### src/rtl/alert_indicator_controller_defines.svh
// Assertion helpers for the RTL file that checks its own logic.
`ifndef ALERT_INDICATOR_CONTROLLER_DEFINES_SVH
`define ALERT_INDICATOR_CONTROLLER_DEFINES_SVH

// The consequence must hold in the same cycle as the condition.
`define AIC_ASSERT_NOW(label, clk, rst, cond, conseq) \
   label: assert property (@(posedge clk) disable iff (rst) (cond) |-> (conseq)) \
      else $error("aic check failed in the same cycle");

// The consequence must hold in the cycle after the condition.
`define AIC_ASSERT_NEXT(label, clk, rst, cond, conseq) \
   label: assert property (@(posedge clk) disable iff (rst) (cond) |=> (conseq)) \
      else $error("aic check failed in the following cycle");

`endif

### src/rtl/aic_pkg.sv
`default_nettype none

package aic_pkg;

   localparam int TIME_W      = 32;
   localparam int LEVEL_W     = 3;
   localparam int CODE_W      = 3;
   localparam int OP_W        = 2;
   localparam int DURATION_W  = 24;
   localparam int INTERVAL_W  = 16;
   localparam int CSR_INDEX_W = 3;
   localparam int CSR_DATA_W  = 24;

   localparam logic [OP_W-1:0] OP_TICK  = 2'd0;
   localparam logic [OP_W-1:0] OP_SET   = 2'd1;
   localparam logic [OP_W-1:0] OP_EVENT = 2'd2;

   localparam logic [LEVEL_W-1:0] LEVEL_OFF     = 3'd0;
   localparam logic [LEVEL_W-1:0] LEVEL_CRIT    = 3'd1;
   localparam logic [LEVEL_W-1:0] LEVEL_WARN    = 3'd2;
   localparam logic [LEVEL_W-1:0] LEVEL_INFO    = 3'd3;
   localparam logic [LEVEL_W-1:0] LEVEL_SUCCESS = 3'd4;

   localparam logic [CODE_W-1:0] BTN_UNKNOWN = 3'd0;
   localparam logic [CODE_W-1:0] BTN_ACK     = 3'd1;
   localparam logic [CODE_W-1:0] BTN_CLEAR   = 3'd2;
   localparam logic [CODE_W-1:0] BTN_SERVICE = 3'd4;

   localparam logic [CSR_INDEX_W-1:0] REG_BLOCK_ENABLE   = 3'd0;
   localparam logic [CSR_INDEX_W-1:0] REG_BUZZER_ENABLE  = 3'd1;
   localparam logic [CSR_INDEX_W-1:0] REG_ALERT_DURATION = 3'd2;
   localparam logic [CSR_INDEX_W-1:0] REG_BLINK_INTERVAL = 3'd3;
   localparam logic [CSR_INDEX_W-1:0] REG_DEBOUNCE_TIME  = 3'd4;

   localparam logic [DURATION_W-1:0] RST_ALERT_DURATION = 24'd30000;
   localparam logic [INTERVAL_W-1:0] RST_BLINK_INTERVAL = 16'd500;
   localparam logic [INTERVAL_W-1:0] RST_DEBOUNCE_TIME  = 16'd50;

   typedef struct packed {
      logic                  block_enable;
      logic                  buzzer_enable;
      logic [DURATION_W-1:0] alert_duration;
      logic [INTERVAL_W-1:0] blink_interval;
      logic [INTERVAL_W-1:0] debounce_time;
   } cfg_type;

   typedef struct packed {
      logic [OP_W-1:0]    op;
      logic [LEVEL_W-1:0] new_level;
      logic [CODE_W-1:0]  button_code;
   } item_type;

   typedef struct packed {
      logic [TIME_W-1:0]  time_ms;
      logic [LEVEL_W-1:0] level;
      logic               active;
      logic               acked;
      logic [TIME_W-1:0]  start_time;
      logic               blink_phase;
      logic [TIME_W-1:0]  last_toggle_time;
      logic [TIME_W-1:0]  last_button_time;
   } state_type;

   typedef struct packed {
      logic               led_crit;
      logic               led_warn;
      logic               led_inform;
      logic               led_ok;
      logic               buzzer_on;
      logic               alert_is_active;
      logic               alert_is_acked;
      logic [LEVEL_W-1:0] level_now;
      logic               set_accepted;
      logic               event_accepted;
      logic [CODE_W-1:0]  event_out;
   } result_type;

endpackage

`default_nettype wire

### src/rtl/aic_step.sv
`default_nettype none

// Next-state and result logic for one word: if enabled, applies the op,
// then the timeout and blink rules, then decodes the indicators.
module aic_step (
   input  wire aic_pkg::cfg_type    cfg,
   input  wire aic_pkg::state_type  cur,
   input  wire aic_pkg::item_type   item,
   output aic_pkg::state_type       nxt,
   output aic_pkg::result_type      res
);

   logic [aic_pkg::CODE_W-1:0] code;
   logic [aic_pkg::TIME_W-1:0] since_button;
   logic [aic_pkg::TIME_W-1:0] since_start;
   logic [aic_pkg::TIME_W-1:0] since_toggle;
   logic                       blinking;
   logic                       shown;

   always_comb begin
      nxt          = cur;
      res          = '0;
      code         = (item.button_code > aic_pkg::BTN_SERVICE) ?
                     aic_pkg::BTN_UNKNOWN : item.button_code;
      since_button = cur.time_ms - cur.last_button_time;
      since_start  = '0;
      since_toggle = '0;
      blinking     = 1'b0;
      shown        = 1'b0;

      if (cfg.block_enable) begin
         unique case (item.op)
            aic_pkg::OP_TICK: begin
               nxt.time_ms = cur.time_ms + 1'b1;
            end
            aic_pkg::OP_SET: begin
               if (item.new_level <= aic_pkg::LEVEL_SUCCESS) begin
                  nxt.level      = item.new_level;
                  nxt.start_time = cur.time_ms;
                  nxt.active     = (item.new_level != aic_pkg::LEVEL_OFF);
                  nxt.acked      = 1'b0;
                  res.set_accepted = 1'b1;
               end
            end
            aic_pkg::OP_EVENT: begin
               if (since_button >= {16'd0, cfg.debounce_time}) begin
                  nxt.last_button_time = cur.time_ms;
                  if (code == aic_pkg::BTN_ACK) begin
                     nxt.acked = 1'b1;
                  end else if (code == aic_pkg::BTN_CLEAR) begin
                     nxt.level  = aic_pkg::LEVEL_OFF;
                     nxt.active = 1'b0;
                     nxt.acked  = 1'b0;
                  end
                  res.event_accepted = 1'b1;
                  res.event_out      = code;
               end
            end
            default: begin
            end
         endcase

         // An unacknowledged alert that has outlived its duration goes off.
         since_start = nxt.time_ms - nxt.start_time;
         if (nxt.active && !nxt.acked && (since_start > {8'd0, cfg.alert_duration})) begin
            nxt.active = 1'b0;
            nxt.level  = aic_pkg::LEVEL_OFF;
         end

         blinking     = nxt.active && !nxt.acked;
         since_toggle = nxt.time_ms - nxt.last_toggle_time;
         if (blinking && (since_toggle >= {16'd0, cfg.blink_interval})) begin
            nxt.blink_phase      = !nxt.blink_phase;
            nxt.last_toggle_time = nxt.time_ms;
         end

         shown = blinking ? nxt.blink_phase : 1'b1;
         if (shown) begin
            unique case (nxt.level)
               aic_pkg::LEVEL_CRIT: begin
                  res.led_crit  = 1'b1;
                  res.buzzer_on = cfg.buzzer_enable;
               end
               aic_pkg::LEVEL_WARN:    res.led_warn   = 1'b1;
               aic_pkg::LEVEL_INFO:    res.led_inform = 1'b1;
               aic_pkg::LEVEL_SUCCESS: res.led_ok     = 1'b1;
               default: begin
               end
            endcase
         end
      end

      res.alert_is_active = nxt.active;
      res.alert_is_acked  = nxt.acked;
      res.level_now       = nxt.level;
   end

endmodule

`default_nettype wire

### src/rtl/alert_indicator_controller.sv
`default_nettype none

// Alert indicator controller. Each request word is a millisecond tick, a
// new alert level or a button event (kind in req_tuser); each one yields
// exactly one response word with the four one-hot indicator drives, the
// buzzer drive and the alert status. The block takes one word per clock
// unless the response side stalls. An accepted word lands in an input
// register; once the result register is free or draining, the next-state
// logic (a 32-bit tick increment followed by the elapsed-time subtract and
// compare) fills the result register and the alert state, from which the
// response word is driven. A stalled response holds the result register,
// and one more request can wait in the input register.
// Configuration writes on the csr_ port are always ready and take effect
// at once; write them only while no word is in flight.
module alert_indicator_controller (
   input  wire         clock,
   input  wire         reset,
   // Request: tdata = {2'b0, button_code[2:0], new_level[2:0]}, tuser = op[1:0]
   input  wire         req_tvalid,
   output logic        req_tready,
   input  wire  [7:0]  req_tdata,
   input  wire  [1:0]  req_tuser,
   // Response, from bit 0 up: led_crit, led_warn, led_inform, led_ok,
   // buzzer_on, alert_is_active, alert_is_acked, level_now[2:0],
   // set_accepted, event_accepted, event_out[2:0], one zero bit
   output logic        rsp_tvalid,
   input  wire         rsp_tready,
   output logic [15:0] rsp_tdata,
   // Register writes
   input  wire         csr_valid,
   output logic        csr_ready,
   input  wire  [aic_pkg::CSR_INDEX_W-1:0] csr_index,
   input  wire  [aic_pkg::CSR_DATA_W-1:0]  csr_data
);

   aic_pkg::cfg_type    cfg_ff;
   aic_pkg::state_type  state_ff;
   aic_pkg::state_type  state_in;
   aic_pkg::item_type   item_ff;
   aic_pkg::result_type res_in;
   aic_pkg::result_type res_ff;
   logic                in_valid_ff;
   logic                out_valid_ff;
   logic                advance;
   logic                tick_taken;

   // The held word moves on whenever the result register is free or draining.
   assign advance    = in_valid_ff && (!out_valid_ff || rsp_tready);
   assign req_tready = !in_valid_ff || advance;
   assign csr_ready  = 1'b1;
   assign tick_taken = advance && cfg_ff.block_enable && (item_ff.op == aic_pkg::OP_TICK);

   aic_step u_step (
      .cfg  (cfg_ff),
      .cur  (state_ff),
      .item (item_ff),
      .nxt  (state_in),
      .res  (res_in)
   );

   always_ff @(posedge clock) begin
      if (reset) begin
         cfg_ff.block_enable   <= 1'b1;
         cfg_ff.buzzer_enable  <= 1'b1;
         cfg_ff.alert_duration <= aic_pkg::RST_ALERT_DURATION;
         cfg_ff.blink_interval <= aic_pkg::RST_BLINK_INTERVAL;
         cfg_ff.debounce_time  <= aic_pkg::RST_DEBOUNCE_TIME;
      end else if (csr_valid) begin
         unique case (csr_index)
            aic_pkg::REG_BLOCK_ENABLE:   cfg_ff.block_enable   <= csr_data[0];
            aic_pkg::REG_BUZZER_ENABLE:  cfg_ff.buzzer_enable  <= csr_data[0];
            aic_pkg::REG_ALERT_DURATION: cfg_ff.alert_duration <= csr_data;
            aic_pkg::REG_BLINK_INTERVAL:
               cfg_ff.blink_interval <= csr_data[aic_pkg::INTERVAL_W-1:0];
            aic_pkg::REG_DEBOUNCE_TIME:
               cfg_ff.debounce_time  <= csr_data[aic_pkg::INTERVAL_W-1:0];
            default: begin
            end
         endcase
      end
   end

   always_ff @(posedge clock) begin
      if (reset) begin
         state_ff     <= '0;
         in_valid_ff  <= 1'b0;
         out_valid_ff <= 1'b0;
      end else begin
         if (req_tvalid && req_tready) begin
            in_valid_ff <= 1'b1;
         end else if (advance) begin
            in_valid_ff <= 1'b0;
         end
         if (advance) begin
            state_ff     <= state_in;
            out_valid_ff <= 1'b1;
         end else if (rsp_tready) begin
            out_valid_ff <= 1'b0;
         end
      end
   end

   always_ff @(posedge clock) begin
      if (req_tvalid && req_tready) begin
         item_ff.op          <= req_tuser;
         item_ff.new_level   <= req_tdata[2:0];
         item_ff.button_code <= req_tdata[5:3];
      end
      if (advance) begin
         res_ff <= res_in;
      end
   end

   assign rsp_tvalid = out_valid_ff;
   assign rsp_tdata  = {1'b0,
                        res_ff.event_out,
                        res_ff.event_accepted,
                        res_ff.set_accepted,
                        res_ff.level_now,
                        res_ff.alert_is_acked,
                        res_ff.alert_is_active,
                        res_ff.buzzer_on,
                        res_ff.led_ok,
                        res_ff.led_inform,
                        res_ff.led_warn,
                        res_ff.led_crit};

`include "alert_indicator_controller_defines.svh"

   // A held request word is never dropped while the result side is stalled.
   `AIC_ASSERT_NEXT(a_held_word_kept, clock, reset, in_valid_ff && !advance, in_valid_ff)
   // Every word that leaves the input register shows up as a response word.
   `AIC_ASSERT_NEXT(a_advance_fills_result, clock, reset, advance, out_valid_ff)
   // The millisecond clock only moves on an enabled tick.
   `AIC_ASSERT_NEXT(a_time_only_on_tick, clock, reset, !tick_taken, $stable(state_ff.time_ms))

endmodule

`default_nettype wire

### config.mk
export PLATFORM = sky130hd
export DESIGN_NAME = alert_indicator_controller
export DESIGN_NICKNAME = d
export VERILOG_FILES = /design/src/rtl/aic_pkg.sv /design/src/rtl/aic_step.sv /design/src/rtl/alert_indicator_controller.sv
export VERILOG_INCLUDE_DIRS = /design/src /design/src/rtl
export SDC_FILE = /design/constraint.sdc
export NUM_CORES = 1
export LEC_CHECK = 0
export BUFFER_PORTS_ARGS = -buffer_cell sky130_fd_sc_hd__buf_4
export CAP_MARGIN = 10
export CORE_MARGIN = 2
export CORE_UTILIZATION = 45
export DETAILED_ROUTE_END_ITERATION = 16
export GPL_ROUTABILITY_DRIVEN = 0
export HOLD_SLACK_MARGIN = 0.12
export SYNTH_ARGS = -nofsm -noshare
export SYNTH_HDL_FRONTEND = slang
export SYNTH_HIERARCHICAL = 1
export SYNTH_SLANG_ARGS = --single-unit
### constraint.sdc
create_clock -name clock -period 16.3 [get_ports clock]
set_clock_uncertainty 0.2 [all_clocks]
set_input_delay 0 -clock clock [delete_from_list [all_inputs] [get_ports clock]]
set_output_delay 0 -clock clock [all_outputs]
set_load 0.02 [all_outputs]
==> Word-level counts from Yosys, hierarchy flattened <==
Index checks and enable logic that the tools add are counted.
{ "word_totals": {"out_inout_bits": 19, "input_bits": 42, "elab_cells": 111, "reg_bits": 217} }
{ "classes": {"order_cmp": 5, "eq_ne": 13, "n_mux": 30, "n_reduce_logical": 30, "n_addsub": 4} }
{ "ops": {"columns": ["op", "count"], "rows": [
  ["$mux W32", 6],
  ["$mux W102", 1],
  ["$sub A32 B32 Y32", 3],
  ["$mux W33", 2],
  ["$ge A32 B16 Y1", 2],
  ["$mux W37", 1],
  ["$add A32 B1 Y32 const B", 1],
  ["$gt A32 B24 Y1", 1],
  ["$reduce_and A2 Y1", 9],
  ["$mux W4", 4],
  ["$eq A3 B2 Y1 const B", 5],
  ["$mux W5", 3],
  ["$mux W1", 11],
  ["$pmux W5 S2", 1],
  ["$eq A3 B1 Y1 const B", 3],
  ["$reduce_and A3 Y1", 3],
  ["$eq A3 B3 Y1 const B", 2],
  ["$logic_and A1 B1 Y1", 6],
  ["$logic_not A1 Y1", 4],
  ["$reduce_and A4 Y1", 1],
  ["$reduce_bool A2 Y1", 2],
  ["$gt A3 B3 Y1 const B", 1],
  ["$le A3 B3 Y1 const B", 1],
  ["$logic_not A3 Y1", 1],
  ["other kinds (7)", 8]
]} }

==> Longest topological paths before layout <==
Gate-level depths: netlist of run 1.
{ "logic_depth": {"depth_word": 19, "depth_mapped": 34, "ltp_nobuf": 30} }

==> Modules after synthesis <==
Netlist of run 1, hierarchy kept.
{ "modules_own_cells": {"columns": ["module", "n_inst", "area_per_inst_um2", "cells_per_inst"], "rows": [
  ["aic_step", 1, 11049.3, 1629],
  ["alert_indicator_controller", 1, 8858.5, 871]
]} }

==> Worst setup path before layout of run 1 <==
OpenSTA, ideal clock, no wires.
{ "synth_timing": {"path_type": "register to register", "start": "reg item_ff[6] (netlist name)", "end": "reg state_ff[37] (netlist name)", "path_slack_ns": 9.377, "stages_incl_launch_ff": 33, "arrival_ns": 6.602, "setup_ns": 0.121, "n_path_buf": 3, "cell_sequence": "edfxtp_1 -> inv_1 -> ha_1 -> buf_2 -> nand4_2 -> or3_1 -> clkbuf_1 -> nor3_1 -> and2_1 -> nand2_1 -> xnor2_1 -> ha_1 -> a21oi_1 -> nand2b_1 -> o41a_1 -> o31ai_1 -> nor3_1 -> or4_1 -> xor2_1 -> ha_1 -> a21o_1 -> a21o_1 -> a21oi_1 -> o21ai_0 -> a21oi_1 -> o22a_1 -> nand4_1 -> nor4_4 -> nand4b_2 -> buf_2 -> mux2_1 -> nand2b_1 -> mux2i_1"} }
{ "synth_via": {"elab_chain_len": 12, "elab_cells_between_ends": 24} }
{ "synth_lines": {"columns": ["element", "line", "rtl"], "rows": [
  ["from (decl)", "alert_indicator_controller.sv:39", "aic_pkg::item_type item_ff;"],
  ["$eq A2 B1 Y1, or another cell as far along", "aic_step.sv:32", "unique case (item.op)"],
  ["$mux W32 or $pmux W5 S2 (tied branches)", "aic_step.sv:32", null],
  ["$mux W32 or $mux W5 (tied branches)", "aic_step.sv:31", "if (cfg.block_enable) begin"],
  ["$sub A32 B32 Y32 or $logic_not A1 Y1 (tied branches)", "aic_step.sv:64, aic_step.sv:65, aic_step.sv:70", null],
  ["$gt A32 B24 Y1 or $logic_and A1 B1 Y1 (tied branches)", "aic_step.sv:65", "if (nxt.active && !nxt.acked && (since_start > {8'd0, cfg.alert_duration})) begin"],
  ["$logic_and A1 B1 Y1", "aic_step.sv:65", null],
  ["$mux W4", "aic_step.sv:65", null],
  ["$mux W4", "aic_step.sv:31", null],
  ["$logic_and A1 B1 Y1", "aic_step.sv:70", "blinking = nxt.active && !nxt.acked;"],
  ["$logic_and A1 B1 Y1", "aic_step.sv:72", "if (blinking && (since_toggle >= {16'd0, cfg.blink_interval})) begin"],
  ["$ne A2 B1 Y1 (no line)", null, null],
  ["$reduce_and A3 Y1 (no line)", null, null],
  ["to (signal assigned)", "alert_indicator_controller.sv:95", "state_ff <= state_in;"],
  ["to (decl)", "alert_indicator_controller.sv:37", "aic_pkg::state_type state_ff;"]
]} }
Several ways; a longest one is shown, not always the timed one. The select of a mux whose other input is x is not followed.
A chain may end at the register's enable or synchronous reset.

==> Worst setup path in the final report of run 1 <==
{ "layout_timing": {"start": "reg item_ff[6] (netlist name)", "end": "reg state_ff[39] (netlist name)"} }
The elaborated chain is that of the path after synthesis.

==> results of run 1 <==
==> worst max-delay path, delay by kind of cell, from the launching register on <==
family                   cells  cell delay, ns
AO/OA/AOI/OAI                9            2.05
buffers and inverters        2            0.43
AND/OR/NAND/NOR             12            3.61
XOR/XNOR                     2            0.89
adder cells (fa/ha/maj)      3            1.19
multiplexers                 2            0.46
flip-flops                   1            0.42
==> final timing paths <==
path	startpoint	to	slack, ns	cells past startpoint
min reg2reg	cfg_ff[6]$_SDFFE_PP0P_	cfg_ff[6]$_SDFFE_PP0P_	0.26	2
max	item_ff[6]$_DFFE_PP_	state_ff[39]$_SDFFE_PP0P_	6.86	30
min	csr_index[1]	cfg_ff[57]$_SDFFE_PP1P_	0.15	4
max reg2reg	item_ff[6]$_DFFE_PP_	state_ff[39]$_SDFFE_PP0P_	6.86	30
==> kinds of logic after synthesis <==
kind of cell / after synthesis / share of synthesized area
adder cells (fa/ha/maj): 149 / 0.0940
multiplexers: 238 / 0.124
other: 2 / 0.000377
buffers and inverters: 312 / 0.0680
XOR/XNOR: 145 / 0.0652
flip-flops: 217 / 0.230
AO/OA/AOI/OAI: 526 / 0.172
AND/OR/NAND/NOR: 911 / 0.247
==> sequential cells by signal, summed over array words and instances (netlist names) <==
signal,flops
cfg_ff,58
in_valid_ff,1
item_ff,8
rsp_tdata,15
rsp_tvalid,1
state_ff,134
==> cell type report <==
cell class              instances  area, sq um
clock buffers                  38          810
clock inverters                13          166
fillers                      4235        21600
inverters                     163          612
multi-input cells            1971        14000
flip-flops and latches        217         4570
well taps                     592          741
repair buffers                167         1480
==> through the flow <==
step / hold WS [ns] / util / area, sq um / worst slack [ns] / instances
final: 0.154 / 0.509 / 22400 / 6.86 / 3161
after global routing: 0.201 / 0.509 / 22400 / 6.44 / 3161
after CTS: 0.121 / 0.509 / 22400 / 7.08 / 3161
after detailed placement: -0.0204 / 0.467 / 20500 / 7.10 / 3021
after global placement: -0.0205 / 0.467 / 20500 / 7.35 / 3021
after floorplan: -0.101 / - / 19900 / 9.38 / 2500
==> report_power, final <==
part / internal [mW] / total [mW] / switching, mW / leakage (nW)
logic: 0.0778 / 0.176 / 0.0980 / 7.10
clock network: 0.408 / 0.662 / 0.255 / 0.475
registers: 0.547 / 0.551 / 0.00466 / 1.79
==> cells in the mapped netlist, types with 15 or more instances <==
cell type and count:
sky130_fd_sc_hd__clkbuf_1 84, sky130_fd_sc_hd__inv_1 161, sky130_fd_sc_hd__a21oi_1 154, sky130_fd_sc_hd__mux2i_1 175
sky130_fd_sc_hd__buf_2 26, sky130_fd_sc_hd__nor2_1 98, sky130_fd_sc_hd__nor3_1 63, sky130_fd_sc_hd__o21a_1 19
sky130_fd_sc_hd__nand2_1 244, sky130_fd_sc_hd__dfxtp_1 194, sky130_fd_sc_hd__mux2_2 49, sky130_fd_sc_hd__nand4_1 37
sky130_fd_sc_hd__xor2_1 42, sky130_fd_sc_hd__nand2b_1 279, sky130_fd_sc_hd__o21ai_0 117, sky130_fd_sc_hd__nand3_1 54
sky130_fd_sc_hd__and3_1 21, sky130_fd_sc_hd__or3_1 15, sky130_fd_sc_hd__and2_1 18, sky130_fd_sc_hd__edfxtp_1 23
sky130_fd_sc_hd__buf_4 24, sky130_fd_sc_hd__ha_1 140, sky130_fd_sc_hd__xnor2_1 101, sky130_fd_sc_hd__a21o_1 49
sky130_fd_sc_hd__nor2b_1 17, sky130_fd_sc_hd__a31oi_1 18
==> repair_timing <==
action | CTS | global route
endpoints found under the hold margin | 92 | 0
hold buffers | 89 | 0
gates resized for setup | 0 | 0
==> layer usage <==
metal	routed length, um	track usage
met1	26200	0.330
met2	25300	0.390
met3	3700	0.0359
met4	2320	0.100
met5	0	0
==> summary.txt, run 1 <==
Status
  – Status: finished clean

Clock tree
  – Latest clock arrival within the worst-skew pair: 0.57 ns
  – CTS Buf Count: 28
  – Clock Sink Count: 217
  – Buffer cell driving the clock tree root: sky130_fd_sc_hd__clkbuf_16
  – H-tree depth reported by CTS: 1
  – Clock-pin slew reported for the worst setup and hold paths after clock tree synthesis: 0.06 ns
  – Maximum root-to-sink buffer count: 3
  – Post-CTS repair timing setup buffer count: 0
  – TritonCTS clock tree: built

Cells and area
  – Share of post-route cells with drive strength above 1: 0.0833
  – Final nets: 2733
  – Commonest non-fill, non-tap cell in the layout: sky130_fd_sc_hd__nand2b_1
  – Top library cells by usage in the layout, fill and taps aside: 279 x sky130_fd_sc_hd__nand2b_1, 244 x sky130_fd_sc_hd__nand2_1, 194 x sky130_fd_sc_hd__dfxtp_1
  – Number of inserted diodes: 0
  – Area growth from synthesis to final layout: 12.4%

Power
  – Worst ir drop on vdd: 72.7 uV
  – Leakage: 9.36 nW
  – Power density over cell area: 62.1 nW/um^2
  – Overall power after layout: 1.39 mW

Setup path
  – Master of the slowest instance on the critical path: sky130_fd_sc_hd__or3_1
  – Critical path start-end classification: reg -> reg
  – Largest fanout on the critical path: 33
  – Worst path required time: 16.52 ns
  – Arrival time of data at the critical path endpoint: 9.66 ns
  – Crit. End Element: register
  – Stage delay of the slowest cell on the critical path: 0.59 ns
  – Launching element type of the critical path: register

Timing
  – Ratio of final minimum period to clock period: 0.579
  – Final critical delay including setup and external delays: 9.44 ns
  – Final setup violation count: 0
  – Peak clock frequency supported by timing: 106 MHz
  – Total Neg Setup Slack: 0 ns
  – Setup repair after global routing missed its margin: no
  – Final Hold Fails: 0
  – Pin slew with the least headroom to its limit: 1.14 ns
  – Headroom to the max-slew limit: 0.231
  – Fin. max-slew vios: 0

Global routing
  – Global-route usage over all layers: 0.244
  – First-pass GRT wire length: 91900 um
  – Vias in the first global route: 17300
  – Number of antenna violations at the first check in global routing: 0
  – Pin count of the biggest net entering global routing: 141
  – Global-route congestion overflow total: 0

Route
  – Detail-routed net length per standard cell: 18.2 um
  – Number of design-rule violations left by the first detailed-router iteration: 1325
  – Detailed-route vias per instance: 5.72
  – Final WL: 57600 um
  – First-pass DRT Iterations: 5
  – Post-detailed-route count of antenna-violating nets: 0
  – Number of DRC violations after detailed routing: 0
  – Detailed-route via count: 18100

Yosys
  – Part of the Yosys area used for sequential elements: 0.230
  – Post-synthesis instance total: 2500
  – Share of the synthesized area in the top cell type: 0.195
  – Synthesized flop and latch total: 217
  – Post-synth ARST share: 0
  – Synth cell types: 102
  – Synthesized netlist net count: 2685
  – Count of yosys warnings during synthesis: 6
  – Leading area contributor after synthesis: sky130_fd_sc_hd__dfxtp_1
  – Synthesized area: 19900 sq um
  – Top post-synthesis cells by area: sky130_fd_sc_hd__dfxtp_1 20%, sky130_fd_sc_hd__ha_1 8.8%, sky130_fd_sc_hd__mux2i_1 8.8%, sky130_fd_sc_hd__nand2b_1 8.8%, sky130_fd_sc_hd__nand2_1 4.6%
  – Mean post-synth cell area: 7.96 sq um
  – Predominant post-synthesis flop cell: sky130_fd_sc_hd__dfxtp_1
  – Count of flip-flops with a built-in enable after synthesis: 23

Floorplanning
  – Area enclosed by the die boundary: 45900 sq um
  – Std cell rows: 77
  – Core region area: 43900 sq um
  – Starting density of the core: 0.453
  – Height of the die: 214 um
  – Die X-Extent: 214 um
  – # IOs: 61

Place
  – Number of buffers inserted by port buffering: 56
  – Dpl hpwl: 41600 um

Run
  – Max-cap violations: 0

Hold path
  – Class of the worst hold path: in -> reg
Note: power is estimated with default switching activity, not from simulation.
==> run 2, diff against run 1 <==
==> constraint.sdc (replaced) <==
create_clock -name clock -period 9.8 [get_ports clock]
set_clock_uncertainty 0.2 [all_clocks]
set_input_delay 0 -clock clock [delete_from_list [all_inputs] [get_ports clock]]
set_output_delay 0 -clock clock [all_outputs]
set_load 0.02 [all_outputs]
==> run 2 against run 1 <==
  * Critical path depth unchanged
  * Fmax increased by 6.5%
  * Largest power group unchanged
  * Register-to-register slack got worse by 5.9 ns
==> summary.txt, run 2 (synthesis gave the netlist of run 1 again) <==
Setup path
  – Largest fanout on the critical path: 33
  – Stage delay of the slowest cell on the critical path: 0.70 ns
  – R2R Setup Slk: 0.93 ns
  – Crit. End Element: register
  – Critical path start-end classification: reg -> reg
  – Worst path required time: 10.02 ns
  – Master of the slowest instance on the critical path: sky130_fd_sc_hd__o32ai_1
  – Cell mode on critical path: sky130_fd_sc_hd__ha_1
  – Arrival time of data at the critical path endpoint: 9.10 ns
  – Launching element type of the critical path: register

Clock tree
  – Clock-pin slew reported for the worst setup and hold paths after clock tree synthesis: 0.06 ns
  – Latest clock arrival within the worst-skew pair: 0.59 ns
  – TritonCTS clock tree: built
  – Maximum root-to-sink buffer count: 3
  – H-tree depth reported by CTS: 1
  – Buffer cell driving the clock tree root: sky130_fd_sc_hd__clkbuf_16
  – CTS Buf Count: 27
  – Post-CTS repair timing setup buffer count: 0
  – Clock Sink Count: 217

Global routing
  – Layer carrying the most global-route usage: met2
  – Number of antenna violations at the first check in global routing: 0
  – First-pass GRT wire length: 91900 um
  – Met1 routing resource usage after global routing: 0.337
  – M2 GR Usage: 0.396
  – Vias in the first global route: 17200
  – Met3 routing resource usage after global routing: 0.0284
  – Global-route congestion overflow total: 0
  – Pin count of the biggest net entering global routing: 159
  – Global-route usage over all layers: 0.244

Cells and area
  – Area growth from synthesis to final layout: 12.1%
  – Area of the multi-input gates: 14000 sq um
  – Top library cells by usage in the layout, fill and taps aside: 279 x sky130_fd_sc_hd__nand2b_1, 244 x sky130_fd_sc_hd__nand2_1, 194 x sky130_fd_sc_hd__dfxtp_1
  – Commonest non-fill, non-tap cell in the layout: sky130_fd_sc_hd__nand2b_1
  – Number of inserted diodes: 0
  – Max reg flops: 134
  – Register with the most flip-flops: state_ff
  – Filler Cells Inserted: 4270
  – Final nets: 2738
  – Share of post-route cells with drive strength above 1: 0.0851
  – FF+latch area: 4570 sq um

Floorplanning
  – Std cell rows: 77
  – Height of the die: 214 um
  – Core region area: 43900 sq um
  – Area enclosed by the die boundary: 45900 sq um
  – Die X-Extent: 214 um
  – # IOs: 61
  – Starting density of the core: 0.453

Route
  – Number of design-rule violations left by the first detailed-router iteration: 1303
  – Detail-routed net length per standard cell: 18.2 um
  – Final WL: 57800 um
  – Detailed-route vias per instance: 5.71
  – Post-detailed-route count of antenna-violating nets: 0
  – First-pass DRT Iterations: 5
  – Detailed-route via count: 18100
  – Number of DRC violations after detailed routing: 0

Timing
  – Ratio of final minimum period to clock period: 0.905
  – Fin. max-slew vios: 0
  – Headroom to the max-slew limit: 0.296
  – Final critical delay including setup and external delays: 8.87 ns
  – Final Hold Fails: 0
  – Setup repair after global routing missed its margin: no
  – Peak clock frequency supported by timing: 113 MHz
  – Total Neg Setup Slack: 0 ns
  – Final setup violation count: 0
  – Setup ws final: 0.929 ns
  – Pin slew with the least headroom to its limit: 1.05 ns

Place
  – Dpl hpwl: 42100 um
  – Setup slack at placement: 1.02 ns
  – Number of buffers inserted by port buffering: 56

Hold path
  – Class of the worst hold path: reg -> reg

Power
  – Worst ir drop on vdd: 127 uV
  – Overall power after layout: 2.19 mW
  – Power density over cell area: 98.0 nW/um^2
  – Sw power: 0.599 mW
  – Comb pwr share: 0.133
  – Share of power burned in registers: 0.419
  – Portion of total power attributed to the clock network: 0.448
  – Internal Dissipation: 1.59 mW
  – Sw frac: 0.274
  – Leakage: 9.33 nW

Run
  – Max-cap violations: 0

Status
  – Status: finished clean
[run 2: cell types whose count changed in the layout (fill, tap and decap cells not counted), moves of 2 or more]
cell / delta
sky130_fd_sc_hd__buf_4: +5
sky130_fd_sc_hd__clkinv_1: -3
sky130_fd_sc_hd__clkbuf_1: +3
sky130_fd_sc_hd__clkbuf_16: -2
sky130_fd_sc_hd__bufinv_16: -4
sky130_fd_sc_hd__clkinv_4: +2
sky130_fd_sc_hd__clkinvlp_4: +2
[run 2: final timing paths]
path | startpoint | to | cells past startpoint
worst max register to register | item_ff[6]$_DFFE_PP_ | state_ff[35]$_SDFFE_PP0P_ | 30
worst min register to register | cfg_ff[54]$_SDFFE_PP0P_ | cfg_ff[54]$_SDFFE_PP0P_ | 2
worst max-delay path | item_ff[6]$_DFFE_PP_ | state_ff[35]$_SDFFE_PP0P_ | 30
worst min-delay path | cfg_ff[54]$_SDFFE_PP0P_ | cfg_ff[54]$_SDFFE_PP0P_ | 2
[run 2: stage by stage]
stage	hold WS, ns	util	cell area [sq um]	std cells
after floorplan	-0.101	-	19900	2500
after global placement	-0.0200	0.468	20500	3026
after detailed placement	-0.0187	0.468	20500	3026
after CTS	0.188	0.508	22300	3165
after global routing	0.272	0.508	22300	3166
final	0.254	0.508	22300	3166
[run 2: power groups by stage]
stage	clock network, mW	logic, mW	registers, mW
3_5_place_dp	0	0.260	0.936
6_report	0.980	0.292	0.916
2_1_floorplan	0	0.183	0.938
3_3_place_gp	0	0.257	0.936
4_1_cts	1.00	0.287	0.916
5_1_grt	1.03	0.310	0.917
[run 2: critical path: cells and delay by family, from the launching register on]
family | cells | cell delay [ns]
flip-flops | 1 | 0.39
AO/OA/AOI/OAI | 9 | 2.39
multiplexers | 2 | 0.47
adder cells (fa/ha/maj) | 3 | 1.04
buffers and inverters | 2 | 0.56
AND/OR/NAND/NOR | 12 | 3.08
XOR/XNOR | 2 | 0.57
[run 2: final cells by class]
class	count	share of cell area
clock buffers	39	0.0345
multi-input cells	1971	0.627
repair buffers	173	0.0692
clock inverters	11	0.00392
well taps	592	0.0332
flip-flops and latches	217	0.205
inverters	163	0.0274
[run 2: metal layers]
metal  vias to the layer above  part of all wire
met1                      8577              0.47
li1                       8885                 -
met3                       108             0.053
met4                         0             0.033
met2                       505              0.45
met5                         -                 0
[run 2: repair_timing]
action / 4_1_cts / 5_1_grt
resized for setup: 0 / 0
hold buffers: 89 / 0
hold endpoints to repair: 139 / 0
